<file path="src/rtl/core/cfe_pkg.sv">
// Shared types and constants for the Cantor function evaluator.
`timescale 1ns / 1ps

package cfe_pkg;

	// Payload widths fixed by the word formats
	localparam int unsigned X_W        = 33;
	localparam int unsigned CDF_W      = 34;
	// Result scale: the value is cdf_value / 2^OUT_BITS
	localparam int unsigned OUT_BITS   = 33;

	// Default configuration of the evaluator
	localparam int unsigned LEVELS_DEF        = 32;
	localparam int unsigned FRACTION_BITS_DEF = 32;

	// Result for an argument at or above one: exactly 2^OUT_BITS
	localparam logic [CDF_W-1:0] CDF_ONE = {1'b1, {(CDF_W-1){1'b0}}};

	// Control bits that travel with each word down the pipeline
	typedef struct packed {
		logic valid;
		logic done;
		logic hit;
	} ctl_t;

endpackage

</file>
<file path="src/rtl/core/cfe_in_if.sv">
// Argument channel: valid/ready handshake carrying one fixed-point argument.
`timescale 1ns / 1ps

interface cfe_in_if;
	logic                       valid;
	logic                       ready;
	logic [cfe_pkg::X_W-1:0]    x_value;

	modport source (output valid, output x_value, input ready);
	modport sink   (input valid, input x_value, output ready);
endinterface

</file>
<file path="src/rtl/core/cfe_out_if.sv">
// Result channel: valid/ready handshake carrying one Cantor function value.
`timescale 1ns / 1ps

interface cfe_out_if;
	logic                       valid;
	logic                       ready;
	logic [cfe_pkg::CDF_W-1:0]  cdf_value;
	logic                       hit_middle_third;

	modport source (output valid, output cdf_value, output hit_middle_third, input ready);
	modport sink   (input valid, input cdf_value, input hit_middle_third, output ready);
endinterface

</file>
<file path="src/rtl/core/cantor_function_eval.sv">
// Cantor function evaluator: top level with the level-per-stage pipeline.
//
// Usage: an argument word arrives on the arg channel as x_value / 2^FRACTION_BITS;
// zero gives 0 and one or more gives 1.0. Each word yields exactly one result
// word on the res channel: cdf_value / 2^33, and hit_middle_third set when the
// expansion stopped inside a middle third (clear at the level cap or at an
// endpoint). Both channels use valid/ready; a word moves when both are high.
// The pipeline has one entry stage that classifies the argument,
// one register stage per ternary level (a triple-by-shift-add and two compares
// each), and one output stage that adds the trailing bit at the level cap.
// Throughput is one word per cycle while the receiver is ready; it is set by
// the single shift-add and two compares in each level stage.
// When the receiver holds ready low while a result is shown, the whole
// pipeline freezes and arg.ready drops; nothing is lost or repeated, and the
// pipeline accepts words again as soon as the result is taken. With the
// output register empty, arg.ready is high.
// Reset (arst_n low) clears every valid bit at once; the block is ready to
// take words as soon as reset is released.
`timescale 1ns / 1ps

module cantor_function_eval #(
	parameter int unsigned LEVELS        = cfe_pkg::LEVELS_DEF,
	parameter int unsigned FRACTION_BITS = cfe_pkg::FRACTION_BITS_DEF
) (
	input  logic      clk,
	input  logic      arst_n,
	cfe_in_if.sink    arg,
	cfe_out_if.source res
);
	import cfe_pkg::*;

	logic                     en;
	ctl_t                     lvl_ctl [0:LEVELS];
	logic [FRACTION_BITS-1:0] lvl_r   [0:LEVELS-1];
	logic [CDF_W-1:0]         lvl_acc [0:LEVELS];

	// All stages advance together unless a result waits on a stalled receiver.
	assign en        = !res.valid || res.ready;
	assign arg.ready = en;

	cfe_entry #(
		.FRACTION_BITS (FRACTION_BITS)
	) u_entry (
		.clk     (clk),
		.arst_n  (arst_n),
		.en      (en),
		.valid_d (arg.valid),
		.x_d     (arg.x_value),
		.ctl_q   (lvl_ctl[0]),
		.r_q     (lvl_r[0]),
		.acc_q   (lvl_acc[0])
	);

	// One register stage per ternary level.
	generate
		for (genvar k = 0; k < LEVELS; k++) begin : g_level
			if (k < LEVELS - 1) begin : g_mid
				cfe_level #(
					.FRACTION_BITS (FRACTION_BITS),
					.LEVEL         (k)
				) u_level (
					.clk    (clk),
					.arst_n (arst_n),
					.en     (en),
					.ctl_d  (lvl_ctl[k]),
					.r_d    (lvl_r[k]),
					.acc_d  (lvl_acc[k]),
					.ctl_q  (lvl_ctl[k+1]),
					.r_q    (lvl_r[k+1]),
					.acc_q  (lvl_acc[k+1])
				);
			end else begin : g_last
				cfe_level #(
					.FRACTION_BITS (FRACTION_BITS),
					.LEVEL         (k)
				) u_level (
					.clk    (clk),
					.arst_n (arst_n),
					.en     (en),
					.ctl_d  (lvl_ctl[k]),
					.r_d    (lvl_r[k]),
					.acc_d  (lvl_acc[k]),
					.ctl_q  (lvl_ctl[k+1]),
					.r_q    (),
					.acc_q  (lvl_acc[k+1])
				);
			end
		end
	endgenerate

	cfe_finish #(
		.LEVELS (LEVELS)
	) u_finish (
		.clk     (clk),
		.arst_n  (arst_n),
		.en      (en),
		.ctl_d   (lvl_ctl[LEVELS]),
		.acc_d   (lvl_acc[LEVELS]),
		.valid_q (res.valid),
		.cdf_q   (res.cdf_value),
		.hit_q   (res.hit_middle_third)
	);

`ifndef SYNTHESIS
	// An empty output register never holds back the argument channel.
	a_ready_when_empty: assert property (@(posedge clk) disable iff (!arst_n)
		!res.valid |-> arg.ready)
		else $error("argument channel stalled with an empty output register");

	// A middle-third stop always carries its trailing bit and stays below one.
	a_hit_shape: assert property (@(posedge clk) disable iff (!arst_n)
		(res.valid && res.hit_middle_third) |-> (!res.cdf_value[CDF_W-1] &&
			(res.cdf_value != '0)))
		else $error("middle-third result out of range");

	// A result of one is exact and never flagged as a middle-third stop.
	a_one_exact: assert property (@(posedge clk) disable iff (!arst_n)
		(res.valid && res.cdf_value[CDF_W-1]) |-> ((res.cdf_value == CDF_ONE) &&
			!res.hit_middle_third))
		else $error("result at one is malformed");
`endif

endmodule

</file>
<file path="src/rtl/core/cfe_entry.sv">
// Entry stage: classifies the argument and loads the working fraction.
`timescale 1ns / 1ps

module cfe_entry #(
	parameter int unsigned FRACTION_BITS = cfe_pkg::FRACTION_BITS_DEF
) (
	input  logic                        clk,
	input  logic                        arst_n,
	input  logic                        en,
	input  logic                        valid_d,
	input  logic [cfe_pkg::X_W-1:0]     x_d,
	output cfe_pkg::ctl_t               ctl_q,
	output logic [FRACTION_BITS-1:0]    r_q,
	output logic [cfe_pkg::CDF_W-1:0]   acc_q
);
	import cfe_pkg::*;

	logic                     x_ge_one;
	logic                     x_zero;
	logic [FRACTION_BITS-1:0] r_d;
	ctl_t                     ctl_s1;
	logic [FRACTION_BITS-1:0] r_s1;
	logic [CDF_W-1:0]         acc_s1;

	// Split the argument into its integer part and the fraction below one.
	generate
		if (FRACTION_BITS < X_W) begin : g_narrow
			assign x_ge_one = |x_d[X_W-1:FRACTION_BITS];
			assign r_d      = x_d[FRACTION_BITS-1:0];
		end else if (FRACTION_BITS == X_W) begin : g_equal
			assign x_ge_one = 1'b0;
			assign r_d      = x_d;
		end else begin : g_wide
			assign x_ge_one = 1'b0;
			assign r_d      = {{(FRACTION_BITS-X_W){1'b0}}, x_d};
		end
	endgenerate

	assign x_zero = (x_d == '0);

	// Control bits of the stage; zero and at-or-above-one arguments finish here.
	always_ff @(posedge clk or negedge arst_n) begin
		if (!arst_n) begin
			ctl_s1 <= '0;
		end else if (en) begin
			ctl_s1.valid <= valid_d;
			ctl_s1.done  <= x_zero | x_ge_one;
			ctl_s1.hit   <= 1'b0;
		end
	end

	// Fraction and the fixed result of a word that is already finished.
	always_ff @(posedge clk) begin
		if (en) begin
			r_s1   <= r_d;
			acc_s1 <= x_ge_one ? CDF_ONE : '0;
		end
	end

	assign ctl_q = ctl_s1;
	assign r_q   = r_s1;
	assign acc_q = acc_s1;

endmodule

</file>
<file path="src/rtl/core/cfe_level.sv">
// One level of the ternary expansion: triples the fraction and emits one digit.
`timescale 1ns / 1ps

module cfe_level #(
	parameter int unsigned FRACTION_BITS = cfe_pkg::FRACTION_BITS_DEF,
	parameter int unsigned LEVEL         = 0
) (
	input  logic                        clk,
	input  logic                        arst_n,
	input  logic                        en,
	input  cfe_pkg::ctl_t               ctl_d,
	input  logic [FRACTION_BITS-1:0]    r_d,
	input  logic [cfe_pkg::CDF_W-1:0]   acc_d,
	output cfe_pkg::ctl_t               ctl_q,
	output logic [FRACTION_BITS-1:0]    r_q,
	output logic [cfe_pkg::CDF_W-1:0]   acc_q
);
	import cfe_pkg::*;

	localparam int unsigned T_W = FRACTION_BITS + 2;
	localparam logic [T_W-1:0] ONE_T = {{(T_W-1){1'b0}}, 1'b1} << FRACTION_BITS;
	localparam logic [T_W-1:0] TWO_T = ONE_T << 1;
	// Digit of this level lands in this bit of the result
	localparam int unsigned DIGIT_BIT = OUT_BITS - 1 - LEVEL;
	localparam logic [CDF_W-1:0] DIGIT_MASK = {{(CDF_W-1){1'b0}}, 1'b1} << DIGIT_BIT;

	logic [T_W-1:0]           t;
	logic                     below;
	logic                     above;
	ctl_t                     ctl_n;
	logic [CDF_W-1:0]         acc_n;
	ctl_t                     ctl_s1;
	logic [FRACTION_BITS-1:0] r_s1;
	logic [CDF_W-1:0]         acc_s1;

	// Exact tripling by shift and add, then the two third boundaries.
	assign t     = {2'b00, r_d} + {1'b0, r_d, 1'b0};
	assign below = (t < ONE_T);
	assign above = (t > TWO_T);

	// A word still open either takes a digit or stops in the middle third,
	// where the trailing one bit is placed at this level's position.
	always_comb begin
		ctl_n       = ctl_d;
		acc_n       = acc_d;
		if (!ctl_d.done) begin
			if (above) begin
				acc_n = acc_d | DIGIT_MASK;
			end else if (!below) begin
				acc_n     = acc_d | DIGIT_MASK;
				ctl_n.done = 1'b1;
				ctl_n.hit  = 1'b1;
			end
		end
	end

	// Control bits of the stage.
	always_ff @(posedge clk or negedge arst_n) begin
		if (!arst_n) begin
			ctl_s1 <= '0;
		end else if (en) begin
			ctl_s1 <= ctl_n;
		end
	end

	// Above two thirds the new fraction is t minus two, which only drops the top bit.
	always_ff @(posedge clk) begin
		if (en) begin
			r_s1   <= t[FRACTION_BITS-1:0];
			acc_s1 <= acc_n;
		end
	end

	assign ctl_q = ctl_s1;
	assign r_q   = r_s1;
	assign acc_q = acc_s1;

endmodule

</file>
<file path="src/rtl/core/cfe_finish.sv">
// Output stage: closes words that ran to the level cap and holds the result word.
`timescale 1ns / 1ps

module cfe_finish #(
	parameter int unsigned LEVELS = cfe_pkg::LEVELS_DEF
) (
	input  logic                        clk,
	input  logic                        arst_n,
	input  logic                        en,
	input  cfe_pkg::ctl_t               ctl_d,
	input  logic [cfe_pkg::CDF_W-1:0]   acc_d,
	output logic                        valid_q,
	output logic [cfe_pkg::CDF_W-1:0]   cdf_q,
	output logic                        hit_q
);
	import cfe_pkg::*;

	// Trailing one bit for a word that used every level
	localparam int unsigned CAP_BIT = OUT_BITS - 1 - LEVELS;
	localparam logic [CDF_W-1:0] CAP_MASK = {{(CDF_W-1){1'b0}}, 1'b1} << CAP_BIT;

	logic             valid_s1;
	logic [CDF_W-1:0] cdf_s1;
	logic             hit_s1;

	// Valid bit of the result register.
	always_ff @(posedge clk or negedge arst_n) begin
		if (!arst_n) begin
			valid_s1 <= 1'b0;
		end else if (en) begin
			valid_s1 <= ctl_d.valid;
		end
	end

	// Result payload.
	always_ff @(posedge clk) begin
		if (en) begin
			cdf_s1 <= ctl_d.done ? acc_d : (acc_d | CAP_MASK);
			hit_s1 <= ctl_d.hit;
		end
	end

	assign valid_q = valid_s1;
	assign cdf_q   = cdf_s1;
	assign hit_q   = hit_s1;

endmodule
</file>
<file path="src/flat_wrapper.sv">
// flat-port wrapper written by rule: the top's interface ports become plain ports
module cantor_function_eval_flat import cfe_pkg::*;
#(
	parameter int unsigned LEVELS        = cfe_pkg::LEVELS_DEF,
	parameter int unsigned FRACTION_BITS = cfe_pkg::FRACTION_BITS_DEF
)
  (clk, arst_n, arg_valid, arg_x_value, arg_ready, res_valid, res_cdf_value, res_hit_middle_third, res_ready);
  cfe_in_if arg_i ();
  cfe_out_if res_i ();
  input  logic clk;
  input  logic arst_n;
  input wire logic [$bits(arg_i.valid)-1:0] arg_valid;
  input wire logic [$bits(arg_i.x_value)-1:0] arg_x_value;
  output wire logic [$bits(arg_i.ready)-1:0] arg_ready;
  output wire logic [$bits(res_i.valid)-1:0] res_valid;
  output wire logic [$bits(res_i.cdf_value)-1:0] res_cdf_value;
  output wire logic [$bits(res_i.hit_middle_third)-1:0] res_hit_middle_third;
  input wire logic [$bits(res_i.ready)-1:0] res_ready;
  assign arg_i.valid = arg_valid;
  assign arg_i.x_value = arg_x_value;
  assign arg_ready = arg_i.ready;
  assign res_valid = res_i.valid;
  assign res_cdf_value = res_i.cdf_value;
  assign res_hit_middle_third = res_i.hit_middle_third;
  assign res_i.ready = res_ready;
  cantor_function_eval #(.LEVELS(LEVELS), .FRACTION_BITS(FRACTION_BITS)) u_core (.clk(clk), .arst_n(arst_n), .arg(arg_i), .res(res_i));
endmodule
</file>
<file path="config.mk">
export PLATFORM = sky130hd
export DESIGN_NAME = cantor_function_eval_flat
export DESIGN_NICKNAME = d
export VERILOG_FILES = /design/src/rtl/core/cfe_pkg.sv /design/src/rtl/core/cfe_in_if.sv /design/src/rtl/core/cfe_out_if.sv /design/src/rtl/core/cantor_function_eval.sv /design/src/rtl/core/cfe_entry.sv /design/src/rtl/core/cfe_level.sv /design/src/rtl/core/cfe_finish.sv /design/src/flat_wrapper.sv
export SDC_FILE = /design/constraint.sdc
export NUM_CORES = 2
export LEC_CHECK = 0
export BUFFER_PORTS_ARGS = -buffer_cell sky130_fd_sc_hd__buf_2
export CAP_MARGIN = 20
export CORE_MARGIN = 4
export CORE_UTILIZATION = 23
export DETAILED_ROUTE_END_ITERATION = 16
export PLACE_DENSITY = 0.33
export SLEW_MARGIN = 20
export SYNTH_ARGS = -nofsm -noshare
export SYNTH_HDL_FRONTEND = slang
export SYNTH_HIERARCHICAL = 1
export SYNTH_SLANG_ARGS = --single-unit
</file>
<file path="constraint.sdc">
create_clock -name clk -period 287 [get_ports clk]
set_clock_uncertainty 0.05 [all_clocks]
set_input_delay 57.4 -clock clk [delete_from_list [all_inputs] [get_ports clk]]
set_output_delay 57.4 -clock clk [all_outputs]
set_load 0.01 [all_outputs]
</file>
==> summary.txt <==
outcome = finished clean
final worst slack = 171.44 ns
Final Critical Period = 115.56 ns
core box area = 0.5987 mm²
Clock Tree Buf Depth = 4
Ys Warns = 6
via count of the first global-routing pass = 97224
initial antenna violation count = 21
GRT met1 Usage = 16.42%
final RePlAce weighted congestion = 0.7946
unrepaired setup endpoints after global routing = no
DRC Markers = 0
CTS Sinks = 2247
Slew headroom = 13.09%
CTS HTree Levels = 5
Post-CTS Setup Bufs = 0
Antenna Nets Post-Route = 0
Routed WL = 367800 µm
pre-CTS setup slack = 171.42 ns
Final Util = 26.18%
drt via density = 4.764
global route hottest layer = met2
Placed Instances = 20102
Finished Layout Cells = 20640
final setup fails = 0
Worst EP required = 229.55 ns
worst-margin pin slew = 1.287 ns
Cell Area, Synth = 0.1383 mm²
setup TNS = 0 ns
Critical Path End Type = output pin
io pins = 74
layout cell share with drive strength beyond 1 = 8.841%
Syn-to-layout area delta = 13.37%
wire per inst = 17.82 µm
Initial Util = 23.09%
Post-CTS Hold Buffers = 0
Hold Violations, Final = 0
TritonRoute pass-1 iters = 6
startpoint types = input pin
max-slew violations = 0
PostCTS Resize Cnt = 0
hpwl dp = 278700 µm
largest net degree at the start of global routing = 177
Clock Latency Late Sink = 0.96 ns
Layout fillers = 62641
Die ar. = 0.6136 mm²
met2 Use GR = 18.55%
WS Path Type = input pin to output pin
Die W = 783.3 µm
fmax = 0.008653 GHz
Final nets = 13544
clock-pin slew on the worst setup and hold paths = 0.05 ns
vias post-DR = 98334
CTS Buf Count = 291
IO buf count = 73
DR iter-0 viols = 6380
synthesized instance count = 12392
row cnt = 284
Worst EP arrival = 58.11 ns
total grt overflow = 0
Die Span Y = 783.3 µm
first-pass GRT wire length = 577700 µm
Hold Path Class = flip-flop to flip-flop
gr usage total = 11.52%
Max Cap Violations = 0
Root Driver = clkbuf_16
crit-path max FO = 8
M3 GR Usage = 1.496%
Avg Inst Size Synth = 11.16 µm²
CTS tree = done
Tcrit/Tclk final = 40.27%
[path summary, 6_finish.rpt]
kind / to / start / slack (ns) / cells past startpoint
max in group asynchronous: u_core/g_level[17].g_mid.u_level/ctl_q[0] / arst_n / 229.48 / 2
worst min register to register: u_core/g_level[14].g_mid.u_level/acc_q[9] / u_core/g_level[13].g_mid.u_level/acc_q[9] / 0.33 / 0
min in group asynchronous: u_core/u_finish/valid_q / arst_n / 56.30 / 1
worst min-delay path: u_core/g_level[14].g_mid.u_level/acc_q[9] / u_core/g_level[13].g_mid.u_level/acc_q[9] / 0.33 / 0
worst max register to register: u_core/g_level[21].g_mid.u_level/ctl_q[0] / u_core/u_finish/valid_q / 280.46 / 9
worst max-delay path: arg_ready / res_ready / 171.44 / 3
[cell type report]
class / instances / area [µm²] / area share (%)
Antenna cell: 9 / 22.52 / 0.01437
Clock buffer: 356 / 7762 / 4.953
Clock inverter: 173 / 1942 / 1.239
Inverter: 303 / 1137 / 0.7257
Multi-Input combinational cell: 9436 / 68170 / 43.50
Sequential cell: 2247 / 66980 / 42.74
Tap cell: 8008 / 10020 / 6.393
Timing Repair Buffer: 108 / 696.9 / 0.4447
[worst max-delay path, cell delays in order]
cell and delay (ns):
buf_2 0.10, nand2b_4 0.32, buf_2 0.25
[placed cells by master (no fill, tap or decap), types with 171 or more instances in the layout]
master	instances
and2_1	181
inv_1	303
nor2_1	645
a21oi_1	1036
edfxtp_1	2148
o21ai_0	553
nand3_1	211
o211ai_1	183
nand4_1	265
xnor2_1	426
nand2_1	971
a21o_1	335
ha_1	1088
xor2_1	282
a211oi_1	171
nor3_1	246
clkbuf_16	296
[metal layers]
layer  part of all wire (%)  routed length, µm
met2                     45             165600
met5                      0                  0
met3                    3.4              12520
met4                    2.2               8042
met1                     49             181600
[metrics by stage]
stage,hold WS (ns),area [µm²]
after floorplan,0.3503,138400
after global placement,0.3503,147000
after detailed placement,0.3545,147000
after CTS,0.3053,156700
after global routing,0.3186,156700
final,0.3282,156700
[sequential cells by signal (all words and copies together) (netlist names), 2 cells and up]
signal	flops
u_core/g_level.g_mid.u_level/acc_q	1054
u_core/g_level.g_mid.u_level/r_q	992
u_core/g_level.g_mid.u_level/ctl_q	93
u_core/g_level.g_last.u_level/acc_q	34
u_core/u_finish/cdf_q	34
u_core/u_entry/r_q	32
u_core/g_level.g_last.u_level/ctl_q	3
u_core/u_entry/ctl_q	2
Power is not shown: default switching activity piles up to over one toggle a cycle in this logic, so the estimate is an artifact.
